===== config.mk =====
export PLATFORM = sky130hd
export DESIGN_NAME = highest_averages_seat_allocator
export DESIGN_NICKNAME = d
export VERILOG_FILES = /design/src/design/hasa_pkg.sv /design/src/design/hasa_datapath.sv /design/src/design/hasa_ctrl.sv /design/src/design/highest_averages_seat_allocator.sv
export SDC_FILE = /design/constraint.sdc
export NUM_CORES = 1
export LEC_CHECK = 0
export BUFFER_PORTS_ARGS = -buffer_cell sky130_fd_sc_hd__clkbuf_2
export CORE_AREA = 10 10 206 208
export DETAILED_ROUTE_END_ITERATION = 7
export DIE_AREA = 0 0 216 218
export HOLD_SLACK_MARGIN = 0.1
export SYNTH_ARGS = -nofsm -noshare
export SYNTH_HDL_FRONTEND = slang
export SYNTH_HIERARCHICAL = 1
export SYNTH_SLANG_ARGS = --single-unit

===== constraint.sdc =====
create_clock -name i_clk -period 4.9 [get_ports i_clk]
set_input_delay 0.245 -clock i_clk [delete_from_list [all_inputs] [get_ports i_clk]]
set_output_delay 0.245 -clock i_clk [all_outputs]
set_load 0.005 [all_outputs]

===== src/design/hasa_pkg.sv =====
package hasa_pkg;
    localparam int PARTY_COUNT = 6;
    localparam int MAX_SEATS   = 63;
    localparam int VOTE_W      = 24;
    localparam int SEAT_IN_W   = 6;
    localparam int SEAT_OUT_W  = 6;
    localparam int PARTY_W     = $clog2(PARTY_COUNT);
    localparam int DIV_STEP_W  = $clog2(VOTE_W + 1);

    typedef enum logic [2:0] {
        ST_IDLE,
        ST_LOAD,
        ST_DIV,
        ST_CMP,
        ST_AWARD,
        ST_DONE
    } t_state;

    typedef struct packed {
        logic load;
        logic div_start;
        logic div_step;
        logic compare;
        logic next_party;
        logic award;
    } t_cmd;

    typedef struct packed {
        logic div_last;
        logic party_last;
        logic seats_done;
    } t_status;
endpackage


===== src/design/hasa_datapath.sv =====
module hasa_datapath
    import hasa_pkg::*;
#(
    parameter int MaxSeats = MAX_SEATS
) (
    input  logic                              i_clk,
    input  t_cmd                              i_cmd,
    input  logic [PARTY_COUNT-1:0][VOTE_W-1:0] i_votes,
    input  logic [SEAT_IN_W-1:0]              i_seats,
    output t_status                           o_status,
    output logic [PARTY_COUNT-1:0][SEAT_OUT_W-1:0] o_won
);
    localparam int SeatCntW = $clog2(MaxSeats + 1);
    localparam int DivW     = SeatCntW + 1;

    logic [PARTY_COUNT-1:0][VOTE_W-1:0] r_votes;
    logic [PARTY_COUNT-1:0][SeatCntW-1:0] r_won;
    logic [SeatCntW-1:0] r_left;
    logic [PARTY_W-1:0]  r_party, r_best;
    logic [VOTE_W-1:0]   r_best_q;
    // restoring divider
    logic [VOTE_W-1:0]   r_quo;
    logic [DivW-1:0]     r_rem;
    logic [DIV_STEP_W-1:0] r_step;

    logic [DivW-1:0]   divisor;
    logic [DivW:0]     trial;
    logic [DivW:0]     diff;
    logic [VOTE_W-1:0] quo_next;
    logic [SeatCntW-1:0] seats_sat;

    always_comb begin
        divisor  = DivW'(r_won[r_party]) + DivW'(1);
        trial    = {r_rem, r_quo[VOTE_W-1]};
        diff     = trial - {1'b0, divisor};
        quo_next = {r_quo[VOTE_W-2:0], ~diff[DivW]};
        if (32'(i_seats) > 32'(MaxSeats)) begin
            seats_sat = SeatCntW'(MaxSeats);
        end else begin
            seats_sat = SeatCntW'(i_seats);
        end
    end

    always_ff @(posedge i_clk) begin
        if (i_cmd.load) begin
            r_votes <= i_votes;
            r_won   <= '0;
            r_left  <= seats_sat;
            r_party <= '0;
        end
        if (i_cmd.div_start) begin
            r_quo  <= r_votes[r_party];
            r_rem  <= '0;
            r_step <= '0;
        end else if (i_cmd.div_step) begin
            r_quo  <= quo_next;
            r_rem  <= diff[DivW] ? trial[DivW-1:0] : diff[DivW-1:0];
            r_step <= r_step + DIV_STEP_W'(1);
        end
        if (i_cmd.compare) begin
            if (r_party == '0 || r_quo > r_best_q) begin
                r_best_q <= r_quo;
                r_best   <= r_party;
            end
        end
        if (i_cmd.next_party) begin
            r_party <= (r_party == PARTY_W'(PARTY_COUNT - 1)) ? '0 : r_party + PARTY_W'(1);
        end
        if (i_cmd.award) begin
            r_won[r_best] <= r_won[r_best] + SeatCntW'(1);
            r_left        <= r_left - SeatCntW'(1);
        end
    end

    always_comb begin
        o_status.div_last   = (r_step == DIV_STEP_W'(VOTE_W - 1));
        o_status.party_last = (r_party == PARTY_W'(PARTY_COUNT - 1));
        o_status.seats_done = (r_left == '0);
        for (int p = 0; p < PARTY_COUNT; p++) begin
            o_won[p] = SEAT_OUT_W'(r_won[p]);
        end
    end
endmodule


===== src/design/hasa_ctrl.sv =====
module hasa_ctrl
    import hasa_pkg::*;
(
    input  logic    i_clk,
    input  logic    i_rst_n,
    input  logic    i_valid,
    output logic    o_ready,
    output logic    o_valid,
    input  logic    i_ready,
    input  t_status i_status,
    output t_cmd    o_cmd
);
    t_state r_state, n_state;

    always_ff @(posedge i_clk) begin
        if (!i_rst_n) begin
            r_state <= ST_IDLE;
        end else begin
            r_state <= n_state;
        end
    end

    always_comb begin
        n_state = r_state;
        unique case (r_state)
            ST_IDLE:  if (i_valid) n_state = ST_LOAD;
            ST_LOAD:  n_state = i_status.seats_done ? ST_DONE : ST_DIV;
            ST_DIV:   if (i_status.div_last) n_state = ST_CMP;
            // reload the divider for the next party, or close the seat round
            ST_CMP:   n_state = i_status.party_last ? ST_AWARD : ST_LOAD;
            ST_AWARD: n_state = ST_LOAD;
            ST_DONE:  if (i_ready) n_state = ST_IDLE;
            default:  n_state = ST_IDLE;
        endcase
    end

    always_comb begin
        o_cmd   = '0;
        o_ready = 1'b0;
        o_valid = 1'b0;
        unique case (r_state)
            ST_IDLE: o_ready = 1'b1;
            ST_LOAD: o_cmd.div_start = 1'b1;
            ST_DIV:  o_cmd.div_step = 1'b1;
            ST_CMP: begin
                o_cmd.compare    = 1'b1;
                o_cmd.next_party = 1'b1;
            end
            ST_AWARD: o_cmd.award = 1'b1;
            ST_DONE:  o_valid = 1'b1;
            default: ;
        endcase
        o_cmd.load = (r_state == ST_IDLE) && i_valid;
    end
endmodule


===== src/design/highest_averages_seat_allocator.sv =====
// Throughput: one district at a time; each seat round divides the six parties one after
// another in a shared restoring divider, one quotient bit per cycle.
// Next district is accepted in the cycle after the result word has been taken.
// Reset (synchronous, active low) returns the controller to idle; no result is pending.
module highest_averages_seat_allocator
    import hasa_pkg::*;
#(
    parameter int MaxSeats = MAX_SEATS
) (
    input  logic                  i_clk,
    input  logic                  i_rst_n,
    input  logic                  i_valid,
    output logic                  o_ready,
    input  logic [VOTE_W-1:0]     i_votes_party0,
    input  logic [VOTE_W-1:0]     i_votes_party1,
    input  logic [VOTE_W-1:0]     i_votes_party2,
    input  logic [VOTE_W-1:0]     i_votes_party3,
    input  logic [VOTE_W-1:0]     i_votes_party4,
    input  logic [VOTE_W-1:0]     i_votes_party5,
    input  logic [SEAT_IN_W-1:0]  i_seats_to_fill,
    output logic                  o_valid,
    input  logic                  i_ready,
    output logic [SEAT_OUT_W-1:0] o_seats_party0,
    output logic [SEAT_OUT_W-1:0] o_seats_party1,
    output logic [SEAT_OUT_W-1:0] o_seats_party2,
    output logic [SEAT_OUT_W-1:0] o_seats_party3,
    output logic [SEAT_OUT_W-1:0] o_seats_party4,
    output logic [SEAT_OUT_W-1:0] o_seats_party5
);
    t_cmd    cmd;
    t_status status;
    logic [PARTY_COUNT-1:0][VOTE_W-1:0]     votes;
    logic [PARTY_COUNT-1:0][SEAT_OUT_W-1:0] won;

    assign votes = {i_votes_party5, i_votes_party4, i_votes_party3,
                    i_votes_party2, i_votes_party1, i_votes_party0};

    hasa_ctrl u_ctrl (
        .i_clk    (i_clk),
        .i_rst_n  (i_rst_n),
        .i_valid  (i_valid),
        .o_ready  (o_ready),
        .o_valid  (o_valid),
        .i_ready  (i_ready),
        .i_status (status),
        .o_cmd    (cmd)
    );

    hasa_datapath #(.MaxSeats(MaxSeats)) u_dp (
        .i_clk    (i_clk),
        .i_cmd    (cmd),
        .i_votes  (votes),
        .i_seats  (i_seats_to_fill),
        .o_status (status),
        .o_won    (won)
    );

    assign o_seats_party0 = won[0];
    assign o_seats_party1 = won[1];
    assign o_seats_party2 = won[2];
    assign o_seats_party3 = won[3];
    assign o_seats_party4 = won[4];
    assign o_seats_party5 = won[5];
endmodule


==> impl_metrics.csv <==
group,metric,value,unit
timing,finalCritPeriodShare,0.684,
clocking,cts_tree,"done",
synth,post-synth-top-count-cell,"edfxtp_1",
synth,ys.flop_type,"edfxtp_1",
clocking,insertion_delay,0.56,ns
clocking,cts_sinks,255,
floorplanning,pin_count,192,
worst_setup_path,arrival,3.78,ns
layout,area_growth_syn_to_layout,36.2,%
placement,hpwlAfterDp,19300,microns
synth,synth_top_area_share,0.540,
worst_setup_path,crit_fanout,14,
floorplanning,start_util,0.296,
timing,tns,0,ns
layout,layout.nets,1336,
routing,wl,30000,microns
timing,rsz0062_at_grt,"false",
worst_setup_path,crit_required,5.33,ns
layout,regArea,7150,sq um
synth,synthCells,803,
synth,synth_top_cell_by_area,"edfxtp_1",
global_route,globalRouteMet3Util,0.0294,
synth,syn-num-nets,995,
synth,synth_area_leaders,"edfxtp_1 54%, dfxtp_1 9.0%, mux4_2 6.2%",
global_route,grt_most_used_layer,"met2",
global_route,use_met2,0.219,
job,cap_violations,0,
pwr,leakagePower,0.00589,uW
layout,fin_area,15400,sq um
placement,numPortBuffers,191,
timing,report.final.hold_viol_count,0,
clocking,post_cts_resized,0,
global_route,met1_usage,0.150,
routing,drt-pass1-iter-count,5,
global_route,grt_usage,0.125,
worst_hold_path,hold_class,"input port to flip-flop",
placement,placed_area,12800,sq um
timing,hold_ws,0.150,ns
worst_setup_path,r2r_cells,9,
global_route,grt.overflow.total,0,
routing,wl_per_cell,17.8,microns
run_status,status,"finished, final reports clean",
timing,max-slew-margin-rel,0.251,
worst_hold_path,holdPathStages,4,
routing,viasPerCell,4.59,
pwr,power_density,428,nW/um^2
floorplanning,dieWidth,216,microns
routing,drcViolationCount,0,
synth,synthTopCellsByCount,"204 x edfxtp_1, 83 x nor2_1, 51 x dfxtp_1, 43 x inv_1, 37 x ha_1",
clocking,cts.path.max_buffers,3,
timing,fmaxAchievable,298,MHz
timing,worst_slew_pin_slew,1.12,ns
synth,synthArstFlopShare,0,
clocking,clockRootBuffer,"clkbuf_16",
worst_setup_path,path_class,"flip-flop to flip-flop",
routing,ant_nets,0,
clocking,path_clk_slew,0.06,ns
global_route,grt_pass1_vias,8384,
floorplanning,num_rows,72,
placement,place_congestion,0.850,
routing,num_vias,7747,
clocking,postCtsSetupBuffers,0,
floorplanning,fp.dieH,218,microns
worst_setup_path,worstSetupEndpointType,"flip-flop",
global_route,grt_first_pass_wirelength,47100,microns
clocking,cts_made_buffers,29,
timing,slew_violations,0,
pwr,total_power,6600,uW
floorplanning,die-area,47100,sq um
synth,yosysWarnings,6,
layout,fill_cells,3543,
worst_setup_path,reg2reg_slack,1.55,ns
synth,avgSynthCellArea,14.1,sq um
layout,multi_input_area,3830,sq um
routing,drtIter0Drc,484,
pwr,max-vdd-ir-drop,290,uV
layout,drive_gt1_frac,0.281,
timing,final.min_clock_period,3.35,ns
timing,fin_skew,0.0208,ns
synth,synth_edf_count,204,
synth,yosys_register_bits,255,
synth,yosys.cell_types.count,66,
worst_setup_path,crit_path_start_kind,"flip-flop",
clocking,htree_levels,1,
global_route,grt_max_degree,87,
global_route,grt_antenna_before_repair,3,
synth,synth.cell_area,11300,sq um
floorplanning,core,38300,sq um
timing,setup_viol,0,
synth,yosysSeqAreaShare,0.630,
[kinds of logic after synthesis]
kind of cell	count (synthesis)	share of synthesized area
AOI/OAI and AO/OA	128	0.0748
xor gates and xnor gates	15	0.0139
adders and majority gates	38	0.0426
buffers and inverters	88	0.0344
DFF	255	0.630
muxes	80	0.111
and+or+nand+nor	199	0.0933
[worst paths after layout]
kind	startpoint	end
worst max-delay path	u_dp/r_party[0]$_SDFFCE_PP0P_	u_dp/r_rem[2]$_SDFFE_PP0P_
worst min-delay path	i_ready	u_ctrl/r_state[0]$_SDFFE_PN0P_
worst max register to register	u_dp/r_party[0]$_SDFFCE_PP0P_	u_dp/r_rem[2]$_SDFFE_PP0P_
worst min register to register	u_dp/r_quo[19]$_DFFE_PP_	u_dp/r_best_q[19]$_DFFE_PP_
[sequential cells by signal (all words and copies together) (netlist names)]
signal	count
u_dp/r_best	3
u_dp/r_votes	144
u_dp/o_won	36
u_dp/r_best_q	24
u_dp/r_step	5
u_dp/r_quo	24
u_dp/r_party	3
u_dp/r_rem	7
u_ctrl/r_state	3
u_dp/r_left	6
[power breakdown]
| group | switching, uW | total, uW | internal (uW) |
|---|---|---|---|
| Sequential | 154 | 2860 | 2700 |
| Clock | 891 | 2440 | 1550 |
| Combinational | 698 | 1300 | 605 |
[metrics by stage]
stage	worst slack [ns]	cells	util
3_5_place_dp	1.59	1479	0.335
2_1_floorplan	1.06	803	-
4_1_cts	1.57	1683	0.403
6_report	1.55	1686	0.403
5_1_grt	1.32	1686	0.403
3_3_place_gp	1.72	1479	0.335
[per-layer routing]
layer	part of all wire	wire length (microns)	vias to the layer above
met5	0	0	-
met4	0.027	812	0
met3	0.054	1620	53
met2	0.51	15200	202
met1	0.41	12300	3752
li1	-	-	3740
[critical path, cell delays in order, from the launching register on]
cell and delay, ns:
edfxtp_1 0.81, mux4_2 0.60, a21oi_1 0.23, ha_1 0.28, a211oi_1 0.31, nor2_1 0.17, o21ai_4 0.25, xnor2_4 0.22
mux2i_1 0.25, a211oi_1 0.09
[cell usage in the layout, fill, tap and decap left out, types with 10 or more instances in the layout]
master and n:
a221oi_1 23, mux2i_1 21, o21ai_1 11, edfxtp_1 204
nor2_1 81, a21oi_1 26, clkbuf_2 191, clkbuf_16 29
nand3_1 15, nand2_1 20, buf_4 10, ha_1 37
o21ai_0 35, dlygate4sd3_1 152, inv_1 43, mux4_2 31
dfxtp_1 51, nand3b_1 36, mux2_2 26
[area by class of cell]
cell class | count | share of cell area
sequential | 255 | 0.463
multi-input combinational | 460 | 0.248
timing repair buffer | 354 | 0.167
clock buffer | 30 | 0.0472
tap | 518 | 0.0420
clock inverter | 22 | 0.0222
inverter | 44 | 0.0107
antenna | 3 | 0.000486
[repair_timing]
item / 4_1_cts / 5_1_grt
hold endpoints to repair: 153 / 0
endpoints found under the setup margin: 0 / 0
hold buffers: 152 / 0
No activity file was read; power rests on OpenSTA's default activity.
